## config.mk

```make
export PLATFORM = sky130hd
export DESIGN_NAME = input_event_aggregator
export DESIGN_NICKNAME = d
export VERILOG_FILES = /design/src/hdl/iea_pkg.sv /design/src/hdl/input_event_aggregator.sv /design/src/hdl/iea_motion.sv /design/src/hdl/iea_key_map.sv
export SDC_FILE = /design/constraint.sdc
export NUM_CORES = 1
export LEC_CHECK = 0
export ABC_AREA = 1
export BUFFER_PORTS_ARGS = -buffer_cell sky130_fd_sc_hd__buf_2
export CORE_MARGIN = 2
export CORE_UTILIZATION = 62
export DETAILED_ROUTE_END_ITERATION = 8
export PLACE_DENSITY = 0.79
export RECOVER_POWER = 50
export SYNTH_ARGS = -nofsm -noshare
export SYNTH_HDL_FRONTEND = slang
export SYNTH_SLANG_ARGS = --single-unit
```

## constraint.sdc

```tcl
create_clock -name clk_i -period 9.4 [get_ports clk_i]
set_input_delay 0.47 -clock clk_i [delete_from_list [all_inputs] [get_ports clk_i]]
set_output_delay 0.47 -clock clk_i [all_outputs]
set_load 0.02 [all_outputs]
```

## src/hdl/iea_pkg.sv

```systemverilog
// Shared types, codes and constants for the input event aggregator.
// No dependencies; every module of the block imports this package.
`timescale 1ns / 1ps
`default_nettype none

package iea_pkg;

  // Key map geometry: the map is kept as rows of 64 key bits.
  localparam int KeyCount   = 256;
  localparam int RowBits    = 64;
  localparam int ChunkCount = 4;
  localparam int RowIdxW    = $clog2(ChunkCount);
  localparam int KeyIdxW    = 8;
  localparam int BitIdxW    = $clog2(RowBits);

  // Field widths.
  localparam int OpW       = 2;
  localparam int HalfW     = 16;
  localparam int PosW      = 12;
  localparam int ScreenW   = 13;
  localparam int CfgIdxW   = 8;
  localparam int InDataW   = 48;
  localparam int OutDataW  = 144;

  // Configuration register indexes.
  localparam logic [CfgIdxW-1:0] CfgScreenWidth  = CfgIdxW'(0);
  localparam logic [CfgIdxW-1:0] CfgScreenHeight = CfgIdxW'(1);

  localparam logic [ScreenW-1:0] ScreenWidthRst  = ScreenW'(640);
  localparam logic [ScreenW-1:0] ScreenHeightRst = ScreenW'(480);

  // Event types and codes.
  localparam logic [HalfW-1:0] TypeKey      = 16'h0001;
  localparam logic [HalfW-1:0] TypeRel      = 16'h0002;
  localparam logic [HalfW-1:0] CodeRelX     = 16'h0000;
  localparam logic [HalfW-1:0] CodeRelY     = 16'h0001;
  localparam logic [HalfW-1:0] CodeWheel    = 16'h0008;
  localparam logic [HalfW-1:0] CodeBtnLeft  = 16'h0110;
  localparam logic [HalfW-1:0] CodeBtnRight = 16'h0111;
  localparam logic [HalfW-1:0] CodeBtnMid   = 16'h0112;

  localparam logic [KeyIdxW-1:0] KeyShiftL = 8'd42;
  localparam logic [KeyIdxW-1:0] KeyShiftR = 8'd54;
  localparam logic [KeyIdxW-1:0] KeyCtrlL  = 8'd29;
  localparam logic [KeyIdxW-1:0] KeyAltL   = 8'd56;
  localparam logic [KeyIdxW-1:0] KeyCaps   = 8'd58;

  // Item kinds carried in the input tuser.
  typedef enum logic [OpW-1:0] {
    OP_MOUSE = 2'd0,
    OP_KBD   = 2'd1,
    OP_POLL  = 2'd2
  } op_e;

  // One event as it travels from the input decode to the state units.
  typedef struct packed {
    logic [HalfW-1:0]        ev_type;
    logic [HalfW-1:0]        code;
    logic signed [HalfW-1:0] value;
  } event_t;

  // Which unit the accepted beat is meant for.
  typedef struct packed {
    logic mouse;
    logic kbd;
    logic poll;
  } ev_sel_t;

  // Modifier flags.
  typedef struct packed {
    logic caps;
    logic alt;
    logic ctrl;
    logic shift;
  } mods_t;

  // Pointer and motion values captured by a poll.
  typedef struct packed {
    logic [PosW-1:0]         pos_x;
    logic [PosW-1:0]         pos_y;
    logic signed [HalfW-1:0] dx;
    logic signed [HalfW-1:0] dy;
    logic signed [HalfW-1:0] wheel;
    logic [2:0]              buttons;
  } motion_snap_t;

  // Bits of a row that stand for keys below KeyCount.
  function automatic logic [RowBits-1:0] key_row_mask(logic [RowIdxW-1:0] row);
    int lo;
    logic [RowBits-1:0] m;
    lo = RowBits * int'(row);
    if (lo >= KeyCount) begin
      m = '0;
    end else if (KeyCount - lo < RowBits) begin
      m = (RowBits'(1) << (KeyCount - lo)) - RowBits'(1);
    end else begin
      m = '1;
    end
    return m;
  endfunction

endpackage

`default_nettype wire

```

## src/hdl/input_event_aggregator.sv

```systemverilog
// Top level of the input event aggregator: stream ports, configuration,
// poll sequencer and output register. Depends on iea_pkg, iea_motion, iea_key_map.
//
// Channel  Direction  Beat contents
// s_axis   in         tuser: op; tdata: event_type, event_code, event_value
// m_axis   out        tdata: snapshot fields and 64 key bits; tlast: final chunk
// cfg      in         cfg_index_i: register index; cfg_data_i: value
//
// Mouse and keyboard events are taken one per cycle, back to back.
// A poll holds the input until its final chunk is loaded: the first key map row
// is read, then one chunk per cycle follows from the row memory port while the
// output is free; an output stall holds it. Key rows read as cleared after reset
// through per-row valid flags, with no clearing pass. Configuration is always ready.
`timescale 1ns / 1ps
`default_nettype none

module input_event_aggregator (
  input  wire logic                          clk_i,
  input  wire logic                          rst_ni,
  // Input stream.
  input  wire logic                          s_axis_tvalid,
  output logic                               s_axis_tready,
  // [15:0] event_type, [31:16] event_code, [47:32] event_value
  input  wire logic [iea_pkg::InDataW-1:0]   s_axis_tdata,
  // [1:0] op
  input  wire logic [iea_pkg::OpW-1:0]       s_axis_tuser,
  // Output stream.
  output logic                               m_axis_tvalid,
  input  wire logic                          m_axis_tready,
  // [11:0] pos_x, [23:12] pos_y, [39:24] delta_x, [55:40] delta_y,
  // [71:56] wheel_delta, [74:72] buttons, [75] shift_held, [76] ctrl_held,
  // [77] alt_held, [78] caps_lock_on, [142:79] key_bits, [143] zero
  output logic [iea_pkg::OutDataW-1:0]       m_axis_tdata,
  output logic                               m_axis_tlast,
  // Configuration writes.
  input  wire logic                          cfg_valid_i,
  output logic                               cfg_ready_o,
  input  wire logic [iea_pkg::CfgIdxW-1:0]   cfg_index_i,
  input  wire logic [iea_pkg::ScreenW-1:0]   cfg_data_i
);
  import iea_pkg::*;

  typedef enum logic [1:0] {
    ST_IDLE = 2'b01,
    ST_POLL = 2'b10
  } seq_state_e;

  seq_state_e          st_q, st_d;
  logic [RowIdxW-1:0]  poll_row_q, poll_row_d, rd_row;
  logic                have_q, have_d;
  logic                in_acc, out_free, out_load;
  ev_sel_t             sel;
  event_t              ev;
  motion_snap_t        snap;
  mods_t               mods, mods_snap_q;
  logic [RowBits-1:0]  row_data;
  logic [ScreenW-1:0]  scr_w_q, scr_h_q;

  logic                out_vld_q;
  motion_snap_t        out_snap_q;
  mods_t               out_mods_q;
  logic [RowBits-1:0]  out_keys_q;
  logic                out_last_q;

  // Input decode.
  assign s_axis_tready = (st_q == ST_IDLE);
  assign in_acc        = s_axis_tvalid && s_axis_tready;
  assign ev.ev_type    = s_axis_tdata[15:0];
  assign ev.code       = s_axis_tdata[31:16];
  assign ev.value      = s_axis_tdata[47:32];

  always_comb begin
    sel = '0;
    case (op_e'(s_axis_tuser))
      OP_MOUSE: sel.mouse = in_acc;
      OP_KBD:   sel.kbd   = in_acc;
      OP_POLL:  sel.poll  = in_acc;
      default:  sel       = '0;
    endcase
  end

  // Configuration registers.
  assign cfg_ready_o = 1'b1;

  always_ff @(posedge clk_i or negedge rst_ni) begin
    if (!rst_ni) begin
      scr_w_q <= ScreenWidthRst;
      scr_h_q <= ScreenHeightRst;
    end else if (cfg_valid_i) begin
      if (cfg_index_i == CfgScreenWidth)  scr_w_q <= cfg_data_i;
      if (cfg_index_i == CfgScreenHeight) scr_h_q <= cfg_data_i;
    end
  end

  iea_motion u_motion (
    .clk_i      (clk_i),
    .rst_ni     (rst_ni),
    .sel_i      (sel),
    .ev_i       (ev),
    .screen_w_i (scr_w_q),
    .screen_h_i (scr_h_q),
    .snap_o     (snap)
  );

  iea_key_map u_key_map (
    .clk_i      (clk_i),
    .rst_ni     (rst_ni),
    .kbd_i      (sel.kbd),
    .ev_i       (ev),
    .poll_row_i (rd_row),
    .row_data_o (row_data),
    .mods_o     (mods)
  );

  // Poll sequencer: walks the key rows, one chunk per output beat.
  assign out_free = !out_vld_q || m_axis_tready;
  assign out_load = (st_q == ST_POLL) && have_q && out_free;
  assign rd_row   = out_load ? poll_row_q + RowIdxW'(1) : poll_row_q;

  always_comb begin
    st_d       = st_q;
    poll_row_d = poll_row_q;
    have_d     = have_q;
    case (st_q)
      ST_IDLE: begin
        if (sel.poll) begin
          st_d       = ST_POLL;
          poll_row_d = '0;
          have_d     = 1'b0;
        end
      end
      ST_POLL: begin
        have_d = 1'b1;
        if (out_load) begin
          if (poll_row_q == RowIdxW'(ChunkCount - 1)) begin
            st_d = ST_IDLE;
          end else begin
            poll_row_d = poll_row_q + RowIdxW'(1);
          end
        end
      end
      default: begin
        st_d = ST_IDLE;
      end
    endcase
  end

  always_ff @(posedge clk_i or negedge rst_ni) begin
    if (!rst_ni) begin
      st_q       <= ST_IDLE;
      poll_row_q <= '0;
      have_q     <= 1'b0;
      out_vld_q  <= 1'b0;
    end else begin
      st_q       <= st_d;
      poll_row_q <= poll_row_d;
      have_q     <= have_d;
      if (out_load) begin
        out_vld_q <= 1'b1;
      end else if (m_axis_tready) begin
        out_vld_q <= 1'b0;
      end
    end
  end

  // Modifiers are captured with the poll; output payload loads per chunk.
  always_ff @(posedge clk_i) begin
    if (sel.poll) begin
      mods_snap_q <= mods;
    end
    if (out_load) begin
      out_snap_q <= snap;
      out_mods_q <= mods_snap_q;
      out_keys_q <= row_data;
      out_last_q <= (poll_row_q == RowIdxW'(ChunkCount - 1));
    end
  end

  assign m_axis_tvalid = out_vld_q;
  assign m_axis_tlast  = out_last_q;
  assign m_axis_tdata  = {1'b0, out_keys_q,
                          out_mods_q.caps, out_mods_q.alt, out_mods_q.ctrl,
                          out_mods_q.shift, out_snap_q.buttons,
                          out_snap_q.wheel, out_snap_q.dy, out_snap_q.dx,
                          out_snap_q.pos_y, out_snap_q.pos_x};

`ifndef SYNTHESIS
  // No event is taken while a poll is being sent out.
  a_hold_during_poll: assert property (@(posedge clk_i) disable iff (!rst_ni)
    (st_q == ST_POLL) |-> !s_axis_tready)
    else $error("input ready during poll sequence");

  // A poll starts the row walk at the first row.
  a_poll_start: assert property (@(posedge clk_i) disable iff (!rst_ni)
    sel.poll |=> (st_q == ST_POLL) && (poll_row_q == '0) && !have_q)
    else $error("poll did not start at the first row");

  // Loading the final chunk ends the sequence and marks the beat as last.
  a_last_chunk: assert property (@(posedge clk_i) disable iff (!rst_ni)
    (out_load && poll_row_q == RowIdxW'(ChunkCount - 1))
      |=> (st_q == ST_IDLE) && m_axis_tvalid && m_axis_tlast)
    else $error("final chunk not flagged or sequence not ended");

  // Only the final chunk carries the last flag.
  a_last_only_final: assert property (@(posedge clk_i) disable iff (!rst_ni)
    (out_load && poll_row_q != RowIdxW'(ChunkCount - 1)) |=> !m_axis_tlast)
    else $error("last flag on an inner chunk");
`endif

endmodule

`default_nettype wire

```

## src/hdl/iea_motion.sv

```systemverilog
// Mouse state: saturating motion deltas, button bits and the clamped pointer.
// Depends on iea_pkg.
`timescale 1ns / 1ps
`default_nettype none

module iea_motion (
  input  wire logic                          clk_i,
  input  wire logic                          rst_ni,
  input  wire iea_pkg::ev_sel_t              sel_i,
  input  wire iea_pkg::event_t               ev_i,
  input  wire logic [iea_pkg::ScreenW-1:0]   screen_w_i,
  input  wire logic [iea_pkg::ScreenW-1:0]   screen_h_i,
  output iea_pkg::motion_snap_t              snap_o
);
  import iea_pkg::*;

  logic [PosW-1:0]         ptr_x_q, ptr_y_q, ptr_x_d, ptr_y_d;
  logic signed [HalfW-1:0] acc_dx_q, acc_dy_q, acc_wh_q;
  logic signed [HalfW-1:0] acc_dx_d, acc_dy_d, acc_wh_d;
  logic [2:0]              btn_q, btn_d;
  motion_snap_t            snap_q, snap_d;
  logic                    pressed;

  // Add with saturation to the 16-bit signed range.
  function automatic logic signed [HalfW-1:0] sat_add(logic signed [HalfW-1:0] a,
                                                      logic signed [HalfW-1:0] b);
    logic signed [HalfW:0] s;
    logic signed [HalfW-1:0] r;
    s = (HalfW+1)'(a) + (HalfW+1)'(b);
    if (s[HalfW] != s[HalfW-1]) begin
      r = s[HalfW] ? {1'b1, {(HalfW-1){1'b0}}} : {1'b0, {(HalfW-1){1'b1}}};
    end else begin
      r = s[HalfW-1:0];
    end
    return r;
  endfunction

  // Move a coordinate and clamp it to the screen, at most 4095.
  function automatic logic [PosW-1:0] clamp_pos(logic [PosW-1:0] pos,
                                                logic signed [HalfW-1:0] dlt,
                                                logic [ScreenW-1:0] size);
    logic signed [HalfW+1:0] p;
    logic [ScreenW-1:0]      lim_full;
    logic [PosW-1:0]         lim;
    logic [PosW-1:0]         r;
    p = $signed({{(HalfW+2-PosW){1'b0}}, pos}) + (HalfW+2)'(dlt);
    lim_full = (size == '0) ? '0 : size - ScreenW'(1);
    lim = (lim_full > ScreenW'({PosW{1'b1}})) ? {PosW{1'b1}} : lim_full[PosW-1:0];
    if (p < 0) begin
      r = '0;
    end else if (p > $signed({{(HalfW+2-PosW){1'b0}}, lim})) begin
      r = lim;
    end else begin
      r = p[PosW-1:0];
    end
    return r;
  endfunction

  assign pressed = (ev_i.value != '0);

  // Next state for mouse events and polls.
  always_comb begin
    ptr_x_d  = ptr_x_q;
    ptr_y_d  = ptr_y_q;
    acc_dx_d = acc_dx_q;
    acc_dy_d = acc_dy_q;
    acc_wh_d = acc_wh_q;
    btn_d    = btn_q;
    snap_d   = snap_q;
    if (sel_i.poll) begin
      ptr_x_d        = clamp_pos(ptr_x_q, acc_dx_q, screen_w_i);
      ptr_y_d        = clamp_pos(ptr_y_q, acc_dy_q, screen_h_i);
      snap_d.pos_x   = ptr_x_d;
      snap_d.pos_y   = ptr_y_d;
      snap_d.dx      = acc_dx_q;
      snap_d.dy      = acc_dy_q;
      snap_d.wheel   = acc_wh_q;
      snap_d.buttons = btn_q;
      acc_dx_d       = '0;
      acc_dy_d       = '0;
      acc_wh_d       = '0;
    end else if (sel_i.mouse) begin
      if (ev_i.ev_type == TypeRel) begin
        if (ev_i.code == CodeRelX)  acc_dx_d = sat_add(acc_dx_q, ev_i.value);
        if (ev_i.code == CodeRelY)  acc_dy_d = sat_add(acc_dy_q, ev_i.value);
        if (ev_i.code == CodeWheel) acc_wh_d = sat_add(acc_wh_q, ev_i.value);
      end else if (ev_i.ev_type == TypeKey) begin
        if (ev_i.code == CodeBtnLeft)  btn_d[0] = pressed;
        if (ev_i.code == CodeBtnRight) btn_d[1] = pressed;
        if (ev_i.code == CodeBtnMid)   btn_d[2] = pressed;
      end
    end
  end

  // Motion state registers.
  always_ff @(posedge clk_i or negedge rst_ni) begin
    if (!rst_ni) begin
      ptr_x_q  <= '0;
      ptr_y_q  <= '0;
      acc_dx_q <= '0;
      acc_dy_q <= '0;
      acc_wh_q <= '0;
      btn_q    <= '0;
    end else begin
      ptr_x_q  <= ptr_x_d;
      ptr_y_q  <= ptr_y_d;
      acc_dx_q <= acc_dx_d;
      acc_dy_q <= acc_dy_d;
      acc_wh_q <= acc_wh_d;
      btn_q    <= btn_d;
    end
  end

  // The snapshot is payload, written only by a poll.
  always_ff @(posedge clk_i) begin
    snap_q <= snap_d;
  end

  assign snap_o = snap_q;

endmodule

`default_nettype wire

```

## src/hdl/iea_key_map.sv

```systemverilog
// Key map held in a synchronous row memory with read-modify-write, plus the
// keyboard modifier flags. Depends on iea_pkg.
`timescale 1ns / 1ps
`default_nettype none

module iea_key_map (
  input  wire logic                          clk_i,
  input  wire logic                          rst_ni,
  input  wire logic                          kbd_i,
  input  wire iea_pkg::event_t               ev_i,
  input  wire logic [iea_pkg::RowIdxW-1:0]   poll_row_i,
  output logic [iea_pkg::RowBits-1:0]        row_data_o,
  output iea_pkg::mods_t                     mods_o
);
  import iea_pkg::*;

  logic [RowBits-1:0]    key_mem_q [ChunkCount];
  logic [RowBits-1:0]    rdata_q;
  logic [RowIdxW-1:0]    rd_row_q, rd_addr;
  logic [ChunkCount-1:0] row_vld_q;

  logic                  key_ev, pressed, in_range;
  logic [KeyIdxW-1:0]    key_idx;
  logic                  s1_vld_q, s1_set_q;
  logic [RowIdxW-1:0]    s1_row_q;
  logic [BitIdxW-1:0]    s1_bit_q;

  logic                  wr_vld_q;
  logic [RowIdxW-1:0]    wr_row_q;
  logic [RowBits-1:0]    wr_data_q;
  logic [RowBits-1:0]    row_base, row_new, rd_base;

  mods_t                 mods_q, mods_d;

  assign key_ev   = kbd_i && (ev_i.ev_type == TypeKey);
  assign key_idx  = ev_i.code[KeyIdxW-1:0];
  assign pressed  = (ev_i.value != '0);
  assign in_range = ({1'b0, key_idx} < (KeyIdxW+1)'(KeyCount));

  // A key event reads its row; otherwise the poll sequencer owns the port.
  assign rd_addr = key_ev ? key_idx[KeyIdxW-1 -: RowIdxW] : poll_row_i;

  // Row memory: one write and one registered read per cycle.
  always_ff @(posedge clk_i) begin
    if (s1_vld_q) begin
      key_mem_q[s1_row_q] <= row_new;
    end
    rdata_q <= key_mem_q[rd_addr];
  end

  // The row written on the previous edge is not yet in the read data.
  always_comb begin
    if (wr_vld_q && (wr_row_q == s1_row_q)) begin
      row_base = wr_data_q;
    end else if (row_vld_q[s1_row_q]) begin
      row_base = rdata_q;
    end else begin
      row_base = '0;
    end
    row_new = row_base;
    row_new[s1_bit_q] = s1_set_q;
  end

  // Modifier updates follow the low byte of the key code.
  always_comb begin
    mods_d = mods_q;
    if (key_ev) begin
      if (key_idx == KeyShiftL || key_idx == KeyShiftR) mods_d.shift = pressed;
      if (key_idx == KeyCtrlL) mods_d.ctrl = pressed;
      if (key_idx == KeyAltL)  mods_d.alt  = pressed;
      if (key_idx == KeyCaps && pressed) mods_d.caps = ~mods_q.caps;
    end
  end

  // Control state: write stage, row valid flags and modifiers.
  always_ff @(posedge clk_i or negedge rst_ni) begin
    if (!rst_ni) begin
      s1_vld_q  <= 1'b0;
      wr_vld_q  <= 1'b0;
      row_vld_q <= '0;
      mods_q    <= '0;
    end else begin
      s1_vld_q <= key_ev && in_range;
      wr_vld_q <= s1_vld_q;
      mods_q   <= mods_d;
      if (s1_vld_q) begin
        row_vld_q[s1_row_q] <= 1'b1;
      end
    end
  end

  // Payload of the write stage and the forwarding copy.
  always_ff @(posedge clk_i) begin
    s1_row_q  <= key_idx[KeyIdxW-1 -: RowIdxW];
    s1_bit_q  <= key_idx[BitIdxW-1:0];
    s1_set_q  <= pressed;
    rd_row_q  <= rd_addr;
    wr_row_q  <= s1_row_q;
    wr_data_q <= row_new;
  end

  // Poll read data: unwritten rows read as cleared, keys past the map as zero.
  assign rd_base    = row_vld_q[rd_row_q] ? rdata_q : '0;
  assign row_data_o = rd_base & key_row_mask(rd_row_q);
  assign mods_o     = mods_q;

`ifndef SYNTHESIS
  // A write stage entry always comes from a key event in the previous cycle.
  a_s1_from_key: assert property (@(posedge clk_i) disable iff (!rst_ni)
    s1_vld_q |-> $past(key_ev))
    else $error("key write stage without a key event");

  // After a write, that row is marked as holding data.
  a_row_marked: assert property (@(posedge clk_i) disable iff (!rst_ni)
    s1_vld_q |=> row_vld_q[$past(s1_row_q)])
    else $error("written key row not marked valid");

  // The forwarding copy matches the row that was just written.
  a_fwd_copy: assert property (@(posedge clk_i) disable iff (!rst_ni)
    s1_vld_q |=> (wr_vld_q && wr_row_q == $past(s1_row_q)))
    else $error("forwarding copy lost a write");
`endif

endmodule

`default_nettype wire

```

==> summary.txt, run 1 <==
Status
  – Status: complete, but fails checks
  – Failing checks: capacitance limit, slew limit

Layout
  – Fillers: 3,914
  – Final Cell Area: 36,800 um^2
  – Post-layout util: 0.701
  – Layout cells sized above 1: 0.0844
  – Nets: 3,661
  – Post-route insts no fill: 4,232
  – Ant. Diodes: 0
  – Area growth syn-to-layout: 11.6%

Placement
  – PortBufs: between 200 and 250
  – Placed instance area: 34,600 um^2
  – Hpwl dp: 49,300 um
  – Cell Count Post-Placement: 4,084
  – GP Congestion: between 0.9 and 1

Yosys
  – Seq/Total Area, Yosys: 0.610
  – Prevailing post-synth register cell: edfxtp_1
  – Synth cell types: 57
  – Synth Register Bits: 737
  – Synth Net Count: 3,445
  – Syn Std Cell Area: about 33,000 um^2
  – Syn Inst Count: between 3,000 and 4,000
  – Synthesis Warnings: 0
  – Synth Area per Inst: 10.1 um^2
  – Number of synthesized flops with an enable pin: 479
  – Async SR Flop Fraction: 0.159

GRT
  – Vias in the first global route: 23,800
  – Global-route wire length before repair: ~120,000 um
  – Largest net degree at the start of global routing: 105
  – Initial antenna violation count: 0
  – Global route overflow: 0
  – Tot GR Track Use: 0.285

Clock network
  – Worst-Skew Late Latency: approximately 0.63 ns
  – CTS Buffer Depth: 3
  – Inserted Clock Buffers: 75
  – CTS tree: done
  – Post-CTS Setup Bufs: 0
  – # H-tree levels: 3
  – Root Driver: clkbuf_16
  – Clk slew on worst S/H paths: 0.06 ns
  – CTS Sinks: 737

STA
  – Total Neg Setup Slack: 0 ns
  – RSZ-0062 raised after global routing: false
  – Final Max Tran Viols: 423
  – Slew headroom: -2.12
  – Clock skew: 0.0229 ns
  – Min cycle time layout: 6.03 ns
  – Tcrit/Tclk final: 0.642
  – WHS: 0.0360 ns
  – Final Hold Fails: 0
  – Worst Max-Slew Pin Slew: between 4 and 5 ns
  – Setup Viol. Count Final: 0
  – FMAX: 166 MHz

Floorplanning
  – Die extent in y: 235 um
  – Die area: about 55,000 um^2
  – Die width: approximately 230 um
  – Core area: approximately 53,000 um^2
  – Initial core utilization: 0.628
  – Num rows: 84
  – Num ports: between 200 and 250

Pwr
  – Peak supply drop: 0.000189 V
  – Pleak: ~16 nW
  – Power Dens Cells: between 200 and 250 nW/um^2

Worst setup path
  – Worst setup EP type: flip-flop
  – Crit Reg-Reg Endpoint: u_motion.acc_dx_q[8]
  – R2R Path Start: st_q[0]
  – Worst-path maximum fanout: 50
  – R2R Setup Slk: 3.37 ns
  – Worst r2r path cells: 13
  – CP arrival: 6.58 ns
  – Crit Path Class: reg -> reg
  – Startpoint types: flip-flop
  – Critical Path RT: 9.95 ns

Routing
  – Drt wl/cell: between 15 and 20 um
  – DR vias/cell: 5.66
  – DRC violations left: 0
  – Drt pass-1 iters: 7
  – Iteration-0 DRC count of the detailed router: 2,168
  – Routed Wire Length: 79,400 um
  – Vias: approximately 24,000
  – Routed Antenna Nets: 0

Min path
  – WHS Path Cells: 2
  – Worst hold start: m_axis_tready
  – Worst Hold Class: in -> reg
  – Hold endpoint: m_axis_tvalid

Run
  – Total of max-cap violations: 7
[layout make-up]
type	instances	area [um^2]	area share
sequential	737	20100	0.547
multi-input combinational	2062	11000	0.297
timing repair buffer	253	1150	0.0313
inverter	352	1320	0.0359
clock buffer	101	2100	0.0569
clock inverter	39	320	0.00869
tap	688	861	0.0234
[repair_timing]
| action | 4_1_cts | 5_1_grt |
|---|---|---|
| gates resized for setup | 0 | 0 |
| hold buffers | 8 | 0 |
| hold endpoints to repair | 52 | 0 |
[how the worst max path moves through the flow]
stage / start / slack [ns] / endpoint / cells past startpoint
3_3_place_gp: scr_h_q[0] / 5.29 / u_motion.snap_o[59] / 24
5_1_grt: st_q[0] / 3.03 / u_motion.acc_dx_q[8] / 13
4_1_cts: st_q[0] / 5.14 / u_key_map.rdata_q[29] / 11
2_1_floorplan: st_q[0] / 4.08 / u_key_map.rdata_q[10] / 12
6_report: st_q[0] / 3.37 / u_motion.acc_dx_q[8] / 13
3_5_place_dp: st_q[0] / 5.15 / u_key_map.rdata_q[62] / 13
[critical path: stages, from the launching register on]
cell	delay (ns)
dfstp_2	0.52
inv_1	0.06
nor2_1	0.27
nand2_1	0.21
nor3_4	0.14
clkbuf_1	2.13
inv_2	1.09
nand2_1	0.29
nand2_1	0.14
nor2_2	0.26
nand2_1	0.17
a21oi_4	0.43
nand2_1	0.15
nand2_1	0.10
[kinds of logic after synthesis]
logic type / count (synthesis) / share of synthesized area
simple gates: 1433 / 0.184
flops: 737 / 0.610
buf+inv: 466 / 0.0604
compound gates: 433 / 0.0794
fa+ha+maj: 104 / 0.0406
xor+xnor: 89 / 0.0250
other cells: 2 / 0.000228
mux: 1 / 0.000303
[cells in the mapped netlist, drive strengths merged, types with 3 or more instances]
cell | n | area [um^2]
xnor2 | 36 | 338
dfstp | 7 | 184
o211ai | 131 | 983
a21oi | 67 | 373
and2 | 4 | 26.3
ha | 99 | 1240
dfrtp | 110 | 2750
a31oi | 7 | 43.8
nor3 | 54 | 318
nand3b | 11 | 82.6
nand2 | 988 | 3790
a21boi | 3 | 26.3
o21bai | 7 | 52.6
nor4 | 8 | 50.1
o21a | 5 | 37.5
fa | 5 | 100
and3 | 23 | 144
buf | 75 | 527
a31o | 4 | 35.0
nor2 | 171 | 664
o22ai | 3 | 18.8
xor2 | 53 | 487
dfxtp | 141 | 2820
a211oi | 3 | 22.5
nand3 | 137 | 761
clkbuf | 39 | 146
nand4 | 31 | 194
or2 | 5 | 31.3
edfxtp | 479 | 14400
o21ai | 200 | 1000
inv | 350 | 1310
[through the flow]
stage / power, mW / setup slack [ns]
finish: 8.20 / 3.37
floorplan: 4.97 / 4.08
global route: 8.60 / 3.03
detailed placement: 5.34 / 5.15
global placement: 5.31 / 5.29
CTS: 8.23 / 5.14
[per-layer routing]
| metal | track usage | part of all wire | vias up |
|---|---|---|---|
| li1 | - | - | 11400 |
| met1 | 0.364 | 0.40 | 11400 |
| met2 | 0.488 | 0.49 | 916 |
| met3 | 0.0462 | 0.073 | 200 |
| met4 | 0.114 | 0.038 | 0 |
| met5 | 0 | 0 | - |
[where the power goes]
part / switching [mW] / internal [mW] / total, mW / leakage [nW]
Sequential: 0.122 / 3.60 / 3.72 / 6.62
Combinational: 1.04 / 0.551 / 1.59 / 8.40
Clock: 1.25 / 1.64 / 2.89 / 1.19
Total: 2.41 / 5.79 / 8.20 / 16.2
[state kept, by name, indices dropped and copies added, names as in the netlist, 3 cells and up]
signal and cells:
u_key_map.key_mem_q 256, u_key_map.wr_data_q 64, scr_h_q 13, m_axis_tdata 79
u_motion.acc_dx_q 16, u_motion.acc_wh_q 16, u_motion.ptr_y_q 12, u_motion.btn_q 3
u_key_map.row_vld_q 4, u_motion.acc_dy_q 16, mods_snap_q 4, scr_w_q 13
u_key_map.mods_o 4, u_key_map.rdata_q 64, u_motion.ptr_x_q 12, u_key_map.s1_bit_q 6
u_motion.snap_o 75, out_keys_q 64
[cell usage in the layout (no fill, tap or decap), types with 31 or more instances in the layout]
master	n
nor3_1	39
xnor2_1	33
o211ai_1	131
clkbuf_16	77
nand4_1	31
ha_1	99
dfrtp_1	110
o21ai_0	195
dfxtp_1	141
nand2_1	965
xor2_1	50
edfxtp_1	479
nand3_1	121
clkbuf_1	177
inv_1	338
a21oi_1	63
buf_2	65
nor2_1	162
Power figures use the tool's default switching activity.
==> run 2, diff against run 1 <==
--- a/config.mk
+++ b/config.mk
@@ -8,9 +8,9 @@
 export ABC_AREA = 1
 export BUFFER_PORTS_ARGS = -buffer_cell sky130_fd_sc_hd__buf_2
 export CORE_MARGIN = 2
-export CORE_UTILIZATION = 62
+export CORE_UTILIZATION = 61
 export DETAILED_ROUTE_END_ITERATION = 8
-export PLACE_DENSITY = 0.79
+export PLACE_DENSITY = 0.78
 export RECOVER_POWER = 50
 export SYNTH_ARGS = -nofsm -noshare
 export SYNTH_HDL_FRONTEND = slang
==> constraint.sdc (replaced) <==
create_clock -name clk_i -period 5.9 [get_ports clk_i]
set_input_delay 0.295 -clock clk_i [delete_from_list [all_inputs] [get_ports clk_i]]
set_output_delay 0.295 -clock clk_i [all_outputs]
set_load 0.02 [all_outputs]
==> run 2 against run 1 <==
Net effect:
- the run still ends with capacitance limit, slew limit left
- combinational power grew 58%
- total power grew 58%
- clock power grew 57%
- sequential power grew 60%
- critical path type unchanged
- largest cell class unchanged
==> summary.txt, run 2 (synthesis gave the netlist of run 1 again) <==
STA
  – Total Neg Setup Slack: 0 ns
  – Min cycle time layout: 4.48 ns
  – Final worst setup slack: 1.42 ns
  – Final Max Tran Viols: approximately 450
  – Tcrit/Tclk final: 0.760
  – Final Hold Fails: 0
  – RSZ-0062 raised after global routing: false
  – Clock skew: ~0.033 ns
  – WHS: 0.0294 ns
  – Worst Max-Slew Pin Slew: 3.43 ns
  – FMAX: 223 MHz
  – Slew headroom: -1.29
  – Setup Viol. Count Final: 0

Worst setup path
  – Startpoint types: flip-flop
  – Crit. Startpoint: u_key_map.s1_row_q[1]
  – Worst r2r path cells: 8
  – R2R Setup Slk: 1.42 ns
  – CP arrival: 4.78 ns
  – Worst-path maximum fanout: between 60 and 70
  – Critical Path RT: roughly 6.2 ns
  – Worst path slowest cell: clkbuf_1
  – Crit Path Class: reg -> reg
  – Worst setup EP type: flip-flop
  – R2R Path Start: u_key_map.s1_row_q[1]
  – Slowest stage delay, CP: 2.38 ns
  – Most used cell, CP: o21ai_0
  – Worst setup path endpoint: u_key_map.key_mem_q[1][2]
  – Critical path cell sequence: inv_1 -> nand2_1 -> o22ai_1 -> nor2_4 -> clkbuf_1 -> o21ai_0 -> o211ai_1 -> o21ai_0
  – Crit Reg-Reg Endpoint: u_key_map.key_mem_q[1][2]

Min path
  – Worst Hold Class: in -> reg

Pwr
  – Pleak: around 16 nW
  – Peak supply drop: 0.000241 V
  – Power Dens Cells: between 300 and 400 nW/um^2

Layout
  – Area growth syn-to-layout: 11.8%
  – Most common cell after layout, fill and taps aside: nand2_1
  – Layout cells sized above 1: 0.0827
  – Nets: roughly 3,700
  – Commonest cells after routing, fill and taps aside: nand2_1, edfxtp_1, inv_1
  – Max reg flops: 256
  – Most flops, register: u_key_map.key_mem_q

Clock network
  – # H-tree levels: 3
  – Root Driver: clkbuf_16
  – Inserted Clock Buffers: 75
  – Post-cts gate resize count: 0
  – Post-CTS Setup Bufs: 0
  – Worst-Skew Late Latency: 0.63 ns
  – Clk slew on worst S/H paths: 0.06 ns
  – CTS Buffer Depth: 3
  – CTS Sinks: around 740
  – Post-CTS Hold Buffers: 20
  – CTS tree: done

Placement
  – PortBufs: between 200 and 250
  – Hpwl dp: 51,100 um
  – GP Congestion: approximately 0.91
  – Pre-CTS WS: 1.68 ns

Routing
  – Iteration-0 DRC count of the detailed router: 1,896
  – Drt wl/cell: 19.0 um
  – Routed Wire Length: 80,800 um
  – Routed Antenna Nets: 0
  – Vias: 24,000
  – DR vias/cell: 5.63
  – Drt pass-1 iters: 5
  – DRC violations left: 0

Floorplanning
  – Core area: 53,700 um^2
  – Die area: 56,000 um^2
  – Die width: 237 um
  – Die extent in y: 237 um
  – Initial core utilization: 0.615
  – Num ports: ~220
  – Num rows: 85

GRT
  – Initial antenna violation count: 0
  – Global-route wire length before repair: between 100,000 and 150,000 um
  – Vias in the first global route: 23,600
  – Tot GR Track Use: 0.287
  – Global route overflow: 0
  – Largest net degree at the start of global routing: 86

Status
  – Status: complete, but fails checks
  – Failing checks: capacitance limit, slew limit

Run
  – Total of max-cap violations: 11
run 2: worst max-delay path: cells and delay by family (launching register included):
kind,cells,cell delay [ns]
AO/OA/AOI/OAI,4,1.07
buffers and inverters,2,2.46
AND/OR/NAND/NOR,2,0.21
flip-flops,1,0.41
run 2: final cells by class:
cell class / count / area, um^2
antenna: 1 / 2.50
timing repair buffer: 267 / 1290
tap: 696 / 871
inverter: 352 / 1320
clock buffer: 110 / 2150
multi-input combinational: 2062 / 10900
fill: 4059 / 16800
sequential: 737 / 20100
clock inverter: 28 / 208
run 2: where the power goes:
part           leakage, nW  switching (mW)  internal (mW)  total (mW)
Sequential            6.62           0.213           5.73        5.95
Clock                 1.16            1.94           2.58        4.53
Combinational         8.47            1.64          0.884        2.52
Total                 16.3            3.79           9.20        13.0
run 2: metrics by stage:
step	util	cells	instance area [um^2]	power (mW)
floorplan	-	3265	33000	7.91
global placement	0.645	4094	34600	8.47
detailed placement	0.645	4094	34600	8.53
CTS	0.692	4252	37200	13.1
global route	0.687	4252	36900	13.6
finish	0.687	4253	36900	13.0
run 2: routing by layer:
metal | GRT usage | up-vias | part of all wire
met3 | 0.0456 | 168 | 0.070
met5 | 0 | - | 0
met2 | 0.487 | 896 | 0.49
met1 | 0.369 | 11500 | 0.40
met4 | 0.120 | 0 | 0.033
li1 | - | 11400 | -
run 2: worst min path at each step:
| stage | from | end | depth (start not counted) |
|---|---|---|---|
| detailed placement | u_key_map.s1_vld_q | u_key_map.wr_vld_q | 0 |
| finish | cfg_data_i[1] | scr_h_q[1] | 3 |
| global placement | u_key_map.s1_vld_q | u_key_map.wr_vld_q | 0 |
| global route | cfg_data_i[12] | scr_w_q[12] | 3 |
| floorplan | rst_ni | have_q | 0 |
| CTS | cfg_data_i[1] | scr_h_q[1] | 3 |
